<file path="src/rtl/kscal_pkg.sv">
// ----------------------------------------------------------------------------
// kscal_pkg
// Types and constants shared by the keyed slot cache allocator.
// ----------------------------------------------------------------------------
package kscal_pkg;

  localparam int SLOTS     = 64;
  localparam int SLOT_BITS = $clog2(SLOTS);
  localparam int CNT_BITS  = $clog2(SLOTS + 1);
  localparam int KEY_BITS  = 16;

  localparam logic [1:0] OP_GET    = 2'd0;
  localparam logic [1:0] OP_REMOVE = 2'd1;
  localparam logic [1:0] OP_QUERY  = 2'd2;

  localparam logic STATUS_OK   = 1'b0;
  localparam logic STATUS_FULL = 1'b1;

  typedef struct packed {
    logic [1:0]          op;
    logic [KEY_BITS-1:0] row_key;
  } in_item_t;

  typedef struct packed {
    logic                 hit;
    logic [SLOT_BITS-1:0] slot;
    logic                 status;
    logic [CNT_BITS-1:0]  occupied_count;
    logic [CNT_BITS-1:0]  free_count;
  } out_item_t;

  // Write command from the sequencer to one slot cell.
  typedef struct packed {
    logic                set;
    logic                clr;
    logic [KEY_BITS-1:0] key;
  } cell_cmd_t;

endpackage

</file>
<file path="src/rtl/keyed_slot_cache_allocator.sv">
// ----------------------------------------------------------------------------
// keyed_slot_cache_allocator
// Map from row keys to buffer slots with a LIFO stack of freed slots.
// ----------------------------------------------------------------------------
// Usage:
//   in_valid/in_stall carry one in_item (op, row_key). op get returns the
//   key's slot or allocates one (free stack first, then a new slot, else
//   status full); op remove frees a present key's slot; other codes query.
//   out_valid/out_stall carry one out_item per input item with the hit
//   flag, slot, status and the occupied and free counts after the item.
//   cfg_valid/cfg_ready write max_slots; cfg_ready is always high.
// Timing:
//   An item goes through accept, compare in the cell row, encode the
//   match and read the free stack top, then update and load the result.
//   The result is registered in the output register. No new item is
//   taken until the item before has left its update step; the cell row
//   and the free stack work through one item's compare-encode-update.
// Reset:
//   All slots are free, both counts are zero, max_slots is 64.
// Stall:
//   A result waits in the output register; the next item is still taken
//   and held in its update step until the output register is free.
// ----------------------------------------------------------------------------
module keyed_slot_cache_allocator (
  input  logic                clk,
  input  logic                rst_n,
  input  logic                in_valid,
  output logic                in_stall,
  input  kscal_pkg::in_item_t  in_item,
  output logic                out_valid,
  input  logic                out_stall,
  output kscal_pkg::out_item_t out_item,
  input  logic                cfg_valid,
  output logic                cfg_ready,
  input  logic [kscal_pkg::CNT_BITS-1:0] cfg_data
);
  import kscal_pkg::*;

  localparam logic [1:0] ST_IDLE = 2'd0;
  localparam logic [1:0] ST_CMP  = 2'd1;
  localparam logic [1:0] ST_ENC  = 2'd2;
  localparam logic [1:0] ST_UPD  = 2'd3;

  logic [1:0]           state_r, state_nxt;
  in_item_t             req_r;
  logic [CNT_BITS-1:0]  max_slots_r;
  logic [CNT_BITS-1:0]  free_depth_r, free_depth_nxt;
  logic [CNT_BITS-1:0]  created_r, created_nxt;
  logic                 out_valid_r;
  out_item_t            out_item_r;

  logic [SLOTS-1:0]     match_vec;
  cell_cmd_t            cell_cmd [SLOTS];
  logic                 found;
  logic [SLOT_BITS-1:0] found_slot;

  logic [SLOT_BITS-1:0] stack_mem [SLOTS];
  logic [SLOT_BITS-1:0] stack_rd_r;
  logic [SLOT_BITS-1:0] stack_rd_idx;

  logic                 upd_go;
  logic                 do_alloc, do_free, do_push;
  logic [SLOT_BITS-1:0] res_slot;
  logic                 res_status;
  logic [CNT_BITS-1:0]  limit, occupied;

  assign cfg_ready = 1'b1;
  assign in_stall  = (state_r != ST_IDLE);
  assign upd_go    = (state_r == ST_UPD) && (!out_valid_r || !out_stall);

  always_ff @(posedge clk) begin
    if (!rst_n) begin
      max_slots_r <= CNT_BITS'(64);
    end else if (cfg_valid && cfg_ready) begin
      max_slots_r <= cfg_data;
    end
  end

  always_comb begin
    unique case (state_r)
      ST_IDLE: state_nxt = (in_valid && !in_stall) ? ST_CMP : ST_IDLE;
      ST_CMP:  state_nxt = ST_ENC;
      ST_ENC:  state_nxt = ST_UPD;
      ST_UPD:  state_nxt = upd_go ? ST_IDLE : ST_UPD;
      default: state_nxt = ST_IDLE;
    endcase
  end

  always_ff @(posedge clk) begin
    if (in_valid && !in_stall) begin
      req_r <= in_item;
    end
  end

  // Cell row: one cell per slot, all compare the request key.
  for (genvar i = 0; i < SLOTS; i++) begin : g_cell
    assign cell_cmd[i].set = do_alloc && (res_slot == SLOT_BITS'(i));
    assign cell_cmd[i].clr = do_free  && (found_slot == SLOT_BITS'(i));
    assign cell_cmd[i].key = req_r.row_key;

    kscal_cell u_cell (
      .clk        (clk),
      .rst_n      (rst_n),
      .lookup_key (req_r.row_key),
      .cmd        (cell_cmd[i]),
      .match      (match_vec[i])
    );
  end

  kscal_encoder u_enc (
    .clk        (clk),
    .match_vec  (match_vec),
    .found      (found),
    .found_slot (found_slot)
  );

  // Read the stack top every cycle; depth is stable while an item is at work.
  assign stack_rd_idx = SLOT_BITS'(free_depth_r - 1'b1);

  always_ff @(posedge clk) begin
    stack_rd_r <= stack_mem[stack_rd_idx];
    if (do_push) begin
      stack_mem[free_depth_r[SLOT_BITS-1:0]] <= found_slot;
    end
  end

  assign limit    = (max_slots_r < CNT_BITS'(SLOTS)) ? max_slots_r : CNT_BITS'(SLOTS);
  assign occupied = created_r - free_depth_r;

  always_comb begin
    do_alloc       = 1'b0;
    do_free        = 1'b0;
    do_push        = 1'b0;
    res_slot       = found ? found_slot : '0;
    res_status     = STATUS_OK;
    free_depth_nxt = free_depth_r;
    created_nxt    = created_r;
    if (req_r.op == OP_GET) begin
      if (!found) begin
        if (free_depth_r != '0) begin
          free_depth_nxt = free_depth_r - 1'b1;
          res_slot       = stack_rd_r;
          do_alloc       = upd_go;
        end else if (occupied < limit && created_r < CNT_BITS'(SLOTS)) begin
          res_slot    = created_r[SLOT_BITS-1:0];
          created_nxt = created_r + 1'b1;
          do_alloc    = upd_go;
        end else begin
          res_status = STATUS_FULL;
          res_slot   = '0;
        end
      end
    end else if (req_r.op == OP_REMOVE) begin
      if (found && free_depth_r < CNT_BITS'(SLOTS)) begin
        free_depth_nxt = free_depth_r + 1'b1;
        do_free        = upd_go;
        do_push        = upd_go;
      end
    end
  end

  always_ff @(posedge clk) begin
    if (!rst_n) begin
      state_r      <= ST_IDLE;
      free_depth_r <= '0;
      created_r    <= '0;
      out_valid_r  <= 1'b0;
    end else begin
      state_r <= state_nxt;
      if (upd_go) begin
        free_depth_r <= free_depth_nxt;
        created_r    <= created_nxt;
        out_valid_r  <= 1'b1;
      end else if (!out_stall) begin
        out_valid_r <= 1'b0;
      end
    end
  end

  always_ff @(posedge clk) begin
    if (upd_go) begin
      out_item_r.hit            <= found;
      out_item_r.slot           <= res_slot;
      out_item_r.status         <= res_status;
      out_item_r.occupied_count <= created_nxt - free_depth_nxt;
      out_item_r.free_count     <= free_depth_nxt;
    end
  end

  assign out_valid = out_valid_r;
  assign out_item  = out_item_r;

  a_free_le_created: assert property (@(posedge clk) disable iff (!rst_n)
    free_depth_r <= created_r)
    else $error("free stack deeper than created slots");

  a_created_bound: assert property (@(posedge clk) disable iff (!rst_n)
    created_r <= CNT_BITS'(SLOTS))
    else $error("created count beyond table size");

  a_unique_match: assert property (@(posedge clk) disable iff (!rst_n)
    $onehot0(match_vec))
    else $error("key present in more than one slot");

  a_accept_seq: assert property (@(posedge clk) disable iff (!rst_n)
    (in_valid && !in_stall) |=> (state_r == ST_CMP))
    else $error("accepted item did not enter compare step");

  a_result_loaded: assert property (@(posedge clk) disable iff (!rst_n)
    upd_go |=> out_valid_r)
    else $error("update step did not load a result");

endmodule

</file>
<file path="src/rtl/kscal_cell.sv">
// ----------------------------------------------------------------------------
// kscal_cell
// One slot of the key table: in-use flag, stored key and registered match.
// ----------------------------------------------------------------------------
module kscal_cell (
  input  logic                          clk,
  input  logic                          rst_n,
  input  logic [kscal_pkg::KEY_BITS-1:0] lookup_key,
  input  kscal_pkg::cell_cmd_t          cmd,
  output logic                          match
);
  import kscal_pkg::*;

  logic                in_use_r, in_use_nxt;
  logic [KEY_BITS-1:0] key_r;
  logic                match_r;

  always_comb begin
    in_use_nxt = in_use_r;
    if (cmd.set) begin
      in_use_nxt = 1'b1;
    end else if (cmd.clr) begin
      in_use_nxt = 1'b0;
    end
  end

  always_ff @(posedge clk) begin
    if (!rst_n) begin
      in_use_r <= 1'b0;
      match_r  <= 1'b0;
    end else begin
      in_use_r <= in_use_nxt;
      match_r  <= in_use_r && (key_r == lookup_key);
    end
  end

  // Key holds no reset: it is only compared while the slot is in use.
  always_ff @(posedge clk) begin
    if (cmd.set) begin
      key_r <= cmd.key;
    end
  end

  assign match = match_r;

endmodule

</file>
<file path="src/rtl/kscal_encoder.sv">
// ----------------------------------------------------------------------------
// kscal_encoder
// Registered encoder of the one-hot match row into a slot index.
// ----------------------------------------------------------------------------
module kscal_encoder (
  input  logic                           clk,
  input  logic [kscal_pkg::SLOTS-1:0]     match_vec,
  output logic                           found,
  output logic [kscal_pkg::SLOT_BITS-1:0] found_slot
);
  import kscal_pkg::*;

  logic [SLOT_BITS-1:0] idx_comb;
  logic                 found_r;
  logic [SLOT_BITS-1:0] idx_r;

  // Keys in use are unique, so at most one bit is set: OR the indices.
  always_comb begin
    idx_comb = '0;
    for (int i = 0; i < SLOTS; i++) begin
      idx_comb = idx_comb | (match_vec[i] ? SLOT_BITS'(i) : '0);
    end
  end

  always_ff @(posedge clk) begin
    found_r <= |match_vec;
    idx_r   <= idx_comb;
  end

  assign found      = found_r;
  assign found_slot = idx_r;

endmodule

</file>
<file path="config.mk">
export PLATFORM = sky130hd
export DESIGN_NAME = keyed_slot_cache_allocator
export DESIGN_NICKNAME = d
export VERILOG_FILES = /design/src/rtl/kscal_pkg.sv /design/src/rtl/keyed_slot_cache_allocator.sv /design/src/rtl/kscal_cell.sv /design/src/rtl/kscal_encoder.sv
export SDC_FILE = /design/constraint.sdc
export NUM_CORES = 2
export LEC_CHECK = 0
export ABC_AREA = 1
export BUFFER_PORTS_ARGS = -buffer_cell sky130_fd_sc_hd__clkbuf_2
export CAP_MARGIN = 40
export CORE_ASPECT_RATIO = 1.1
export CORE_MARGIN = 2
export CORE_UTILIZATION = 60
export CTS_CLUSTER_SIZE = 8
export DETAILED_ROUTE_END_ITERATION = 10
export GPL_TIMING_DRIVEN = 1
export PLACE_DENSITY = 0.76
export SLEW_MARGIN = 15
export SYNTH_ARGS = -nofsm -noshare
export SYNTH_HDL_FRONTEND = slang
export SYNTH_SLANG_ARGS = --single-unit
</file>
<file path="constraint.sdc">
create_clock -name clk -period 6.74 [get_ports clk]
set_input_delay 1.011 -clock clk [delete_from_list [all_inputs] [get_ports clk]]
set_output_delay 1.011 -clock clk [all_outputs]
set_load 0.02 [all_outputs]
</file>
==> Yosys cells after proc, flatten, opt, wreduce, memory -nomap -nowiden <==
Memories as Yosys holds them, arrays and structs flattened. A register that Yosys moved wholly into a read port is not among the register bits.
Index checks and enable logic that the tools add are counted.
{ "word_totals": {"mem_bits_ro": 0, "latch_bits": 0, "ff_bits": 1223, "n_memories": 1, "ram_bits": 384, "in_bits": 30, "out_inout_bits": 25, "elab_cells": 967} }
{ "memory_table": {"columns": ["memory", "depth", "width", "rd", "rd_clocked_by_memory_dff", "wr", "line", "rtl"], "rows": [
  ["stack_mem", 64, 6, 1, 1, 1, "keyed_slot_cache_allocator.sv:57", "logic [SLOT_BITS-1:0] stack_mem [SLOTS];"]
]} }
{ "classes": {"shifts": 0, "reduce_logical": 272, "addsub": 5, "magnitude_cmp": 4, "bitwise_logic": 63, "n_eq_ne": 195, "muxes": 221, "n_div": 0, "n_mul": 0} }
{ "op_table": {"columns": ["op", "n"], "rows": [
  ["$eq A16 B16 Y1", 64],
  ["$eq A6 B6 Y1 const B", 64],
  ["$or A6 B6 Y6", 62],
  ["$mux W6", 37],
  ["$logic_and A1 B1 Y1", 196],
  ["$eq A6 B5 Y1 const B", 32],
  ["$mux W1", 142],
  ["$reduce_bool A2 Y1", 65],
  ["$eq A6 B4 Y1 const B", 16],
  ["$mux W5", 16],
  ["$mux W7", 10],
  ["$reduce_or A64 Y1", 1],
  ["$eq A6 B3 Y1 const B", 8],
  ["$mux W4", 8],
  ["$eq A6 B2 Y1 const B", 4],
  ["$lt A7 B7 Y1 const B", 3],
  ["$add A7 B1 Y7 const B", 2],
  ["$sub A7 B7 Y7", 2],
  ["$eq A6 B1 Y1 const B", 2],
  ["$logic_not A6 Y1", 2],
  ["$mux W3", 4],
  ["$pmux W2 S4", 1],
  ["$lt A7 B7 Y1", 1],
  ["$reduce_bool A7 Y1", 1],
  ["other kinds (10)", 17]
]} }

==> Logic depth before layout (Yosys ltp) <==
{ "logic_depth": {"ltp_word": 63, "depth_mapped": 25, "mapped_depth_nobuf": 25} }

==> By module <==
A second synthesis with hierarchy kept.
{ "unflattened": {"hier_cells": 7520, "hier_area_um2": 72924.9} }
{ "modules_own_cells": {"columns": ["module", "n_inst", "cells_per_inst", "seq_area_each_um2", "area_each_um2"], "rows": [
  ["kscal_cell", 64, 87, 520.5, 815.8],
  ["keyed_slot_cache_allocator", 1, 1831, 13332.8, 20089.3],
  ["kscal_encoder", 1, 121, 140.1, 625.6]
]} }

==> Worst setup path before layout <==
No wires, ideal clock.
{ "synth_timing": {"path_type": "register to register", "from": "reg free_depth_r[3]", "to": "reg g_cell[47].u_cell.key_r[0] (enable)", "stages_incl_launch_ff": 21, "setup_ns": 0.409, "slack_ns": 1.787, "path_buffers": 3, "required_ns": 6.331, "arrival_time_ns": 4.544, "path_cell_list": "dfxtp_1 buf_2 inv_1 buf_1 ha_1 inv_1 o21ai_0 a21o_1 a21oi_1 xor2_1 ha_1 nand2_1 inv_1 a21oi_1 nand3_2 a21oi_1 nand3_2 nor2_2 buf_4 inv_1 nor3_1"} }
{ "synth_lines": {"columns": ["item", "line", "rtl"], "rows": [
  ["start: declaration", "keyed_slot_cache_allocator.sv:47", "logic [CNT_BITS-1:0] free_depth_r, free_depth_nxt;"],
  ["start signal: assignment", "keyed_slot_cache_allocator.sv:171", "free_depth_r <= free_depth_nxt;"],
  ["end signal: assignment", "kscal_cell.sv:40", "key_r <= cmd.key;"],
  ["end: declaration", "kscal_cell.sv:15", "logic [KEY_BITS-1:0] key_r;"]
]} }

==> results.txt <==
Largest family of logic cells by synthesized area: compound AO/OA/AOI/OAI gates
Worst hold path type: input port to flop
Worst Hold Launch: in_item[16]
Max cap viols: 0
Chip Height: 353 um
IO Count: 55
Net Sw Power: 5.05 mW
Clock share of power: 45.5%
Synth top area cells: edfxtp_1, dfxtp_1, o21ai_0
Setup CP Type: flop to flop
Filler Cells Inserted: 7369
Synth Instances: 5215
Post-synth cell types: 58
Hold path cells: 1
Fin. max-slew vios: 0
Setup TNS: 0 ns
DR iter-0 viols: 6165
Comb pwr share: 5.6%
Startpoint Class: flop
CORE AREA: 110000 sq um
Synth Area in XOR/XNOR: 3.67%
Fin crit period: 5.85 ns
Antenna violations before repair: 3
Cts hold-fix bufs: 0
Final ANT Viol Nets: 0
Setup bufs post-CTS: 0
Max frequency: 171 MHz
Warnings from Yosys: 0
Wire length per cell: 27.5 um
Clock transition at the registers of the reported paths: 0.05 ns
Rel. slew slack: 39.2%
Vias per std cell: 6.67
Sequential share of the synthesized area: 70.3%
Area Overhead vs Synth: 13.0%
Clk_skew: 0.0482 ns
Final WL: 190 mm
Post-cts sizing count: 0
Worst-Skew Late Latency: 0.83 ns
Yosys top cell area share: 65.4%
Largest net degree at the start of global routing: 98
Critical path fanouts, max: 16
Final hold violations: 0
Sequential share of power: 48.9%
Required time worst endpoint: 7.20 ns
Buffer depth of the longest clock path: 3
Slew @ Worst Pin: 0.909 ns
Flop2flop setup slack: 0.89 ns
Pleak: 26.6 nW
Die area: 114000 sq um
Crit share post-route: 86.7%
CTS buffer count: 219
Final nets: 5366
Core Rows: 128
Root Buffer: clkbuf_16
Gr usage total: 33.2%
GP Congestion: 0.960
Layout Cells excl Fill: 6909
Vias: 46100
Unrepaired setup endpoints after global routing: false
Vias in the first global route: 45200
First-pass GRT wire length: 279 mm
Critical Path End Type: flop
Placed Area: 68700 sq um
Status: complete, no violations
Arrival time worst endpoint: 6.31 ns
Synth Register Bits: 1613
Hold EP: req_r[16]$_DFFE_PP_
Syn nets: 5269
Biggest area consumer among synthesized cells: edfxtp_1
DP HPWL: 107 mm
Mux cell area share after synthesis: 0%
Syn avg cell area: 12.8 sq um
# H-tree levels: 4
Setup violators final: 0
Reg2Reg Depth: 20
Final instance area: 75200 sq um
Synth Area in Adders: 0.474%
Power density over cell area: 298 nW/um^2
Switch share: 22.6%
Compound-Gate Fraction of Synth Area: 12.2%
Simple logic cell fraction of the synthesized area: 10.3%
Worst R2R Start: free_depth_r[3]$_SDFFE_PN0P_
Initial Util: 60.3%
Share of post-route cells with drive strength above 1: 11.0%
Terminus of the critical flop-to-flop path: g_cell[49].u_cell.key_r[10]$_DFFE_PP_
Clock sink count: 1613
Placed insts: 6515
Pre-antenna DRT Iters: 6
DRC violations left: 0
Pint: 17.3 mW
VDD IR max: 0.301 mV
PortBufs: 53
CTS tree: yes
Die width: 322 um
Post-Syn Area: 66500 sq um
Overflow after GRT: 0
-- how the worst max path moves through the flow --
| stage | from | to | slack [ns] | depth (start not counted) |
|---|---|---|---|---|
| floorplan | free_depth_r[3]$_SDFFE_PN0P_ | g_cell[47].u_cell.key_r[0]$_DFFE_PP_ | 1.79 | 20 |
| global placement | free_depth_r[3]$_SDFFE_PN0P_ | g_cell[24].u_cell.key_r[8]$_DFFE_PP_ | 1.20 | 21 |
| detailed placement | free_depth_r[3]$_SDFFE_PN0P_ | g_cell[49].u_cell.key_r[10]$_DFFE_PP_ | 1.05 | 20 |
| CTS | free_depth_r[3]$_SDFFE_PN0P_ | g_cell[49].u_cell.key_r[12]$_DFFE_PP_ | 1.00 | 20 |
| global route | free_depth_r[3]$_SDFFE_PN0P_ | g_cell[49].u_cell.key_r[14]$_DFFE_PP_ | 0.60 | 20 |
| finish | free_depth_r[3]$_SDFFE_PN0P_ | g_cell[49].u_cell.key_r[10]$_DFFE_PP_ | 0.89 | 20 |
-- layout by cell type, fill, tap and decap left out, drive strengths merged, types with 3 or more instances in the layout --
| cell | netlist | layout |
|---|---|---|
| nor4 | 100 | 100 |
| nor3 | 50 | 50 |
| a221oi | 150 | 150 |
| or2 | 117 | 117 |
| nor2 | 485 | 485 |
| a2111oi | 29 | 29 |
| a221o | 3 | 3 |
| xor2 | 197 | 197 |
| clkbuf | 227 | 425 |
| a211oi | 36 | 36 |
| clkinv | 7 | 18 |
| a21oi | 107 | 107 |
| xnor2 | 81 | 81 |
| o21ai | 472 | 472 |
| nand3 | 180 | 180 |
| a22o | 69 | 69 |
| ha | 22 | 22 |
| dfxtp | 165 | 165 |
| o22ai | 232 | 232 |
| buf | 69 | 120 |
| o2111ai | 26 | 26 |
| edfxtp | 1448 | 1448 |
| nand2 | 542 | 542 |
| inv | 219 | 221 |
| o21bai | 9 | 9 |
| o221ai | 58 | 58 |
| nand4 | 44 | 44 |
| o211ai | 57 | 57 |
-- layer usage --
metal	vias up	routed length (um)	global-route usage, %
met1	22400	67000	42.0
met3	731	22500	7.66
li1	19800	-	-
met5	-	14	0
met4	2	11800	20.3
met2	3199	88500	52.2
-- sequential cells by signal, summed over array words and instances, names as in the netlist, 2 cells and up --
name / count
g_cell.u_cell.key_r: 1024
stack_mem: 384
g_cell.u_cell.in_use_r: 64
g_cell.u_cell.match: 64
out_item: 22
cell_cmd: 16
created_r: 7
free_depth_r: 7
max_slots_r: 7
stack_rd_r: 6
u_enc.found_slot: 6
req_r: 2
state_r: 2
-- cells in the mapped netlist (all sizes together) --
library cell and count:
edfxtp 1448, nand2 542, nor2 485, o21ai 472, o22ai 232, clkbuf 227, inv 219, xor2 197
nand3 180, dfxtp 165, a221oi 150, or2 117, a21oi 107, nor4 100, xnor2 81, a22o 69
buf 69, o221ai 58, o211ai 57, nor3 50, nand4 44, a211oi 36, a2111oi 29, o2111ai 26
ha 22, o21bai 9, clkinv 7, a221o 3, fa 2, nand3b 2, o211a 2, or4 2
a21o 1, a31o 1, a31oi 1, conb 1, o21a 1, o221a 1
-- metrics by stage --
stage	power, mW	util [%]	worst slack (ns)	hold WS, ns
finish	22.4	68.1	0.894	0.356
global route	22.9	68.1	0.600	0.330
CTS	22.4	68.0	1.00	0.311
detailed placement	12.3	62.2	1.05	0.469
global placement	12.3	62.0	1.20	0.455
floorplan	11.8	-	1.79	0.403
-- kinds of logic after synthesis --
kind of cell	Yosys count
flops	1613
buf+inv	522
simple gates	1522
xor+xnor	278
other cells	1
compound gates	1255
fa+ha+maj	24
-- power groups by stage --
stage	logic, mW	registers [mW]	clock network (mW)
floorplan	0.619	11.2	0
global placement	1.16	11.1	0
detailed placement	1.20	11.1	0
CTS	1.20	11.0	10.2
global route	1.29	10.9	10.6
finish	1.25	11.0	10.2
-- worst max-delay path, stage by stage, from the launching register on --
cell,delay (ns)
dfxtp_1,0.61
inv_1,0.36
ha_1,0.40
inv_1,0.05
o21ai_0,0.32
a21o_1,0.17
a21oi_1,0.07
xor2_1,0.14
ha_1,0.29
nand2_1,0.09
inv_1,0.04
a21oi_1,0.25
nand3_2,0.19
inv_1,0.17
ha_1,0.17
nand2_1,0.09
o211ai_2,0.11
nand3_1,0.43
nor2_1,0.81
nand2_1,0.19
inv_1,0.51
-- layout make-up --
| class | count | area, sq um | area share, % |
|---|---|---|---|
| sequential | 1613 | 46800 | 62.3 |
| antenna | 2 | 5.00 | 0.00666 |
| timing repair buffer | 172 | 1560 | 2.07 |
| inverter | 226 | 875 | 1.16 |
| multi-input combinational | 3080 | 17800 | 23.7 |
| clock inverter | 13 | 259 | 0.345 |
| clock buffer | 373 | 6100 | 8.12 |
| tap | 1430 | 1790 | 2.38 |
No activity file was read; power rests on OpenSTA's default activity.
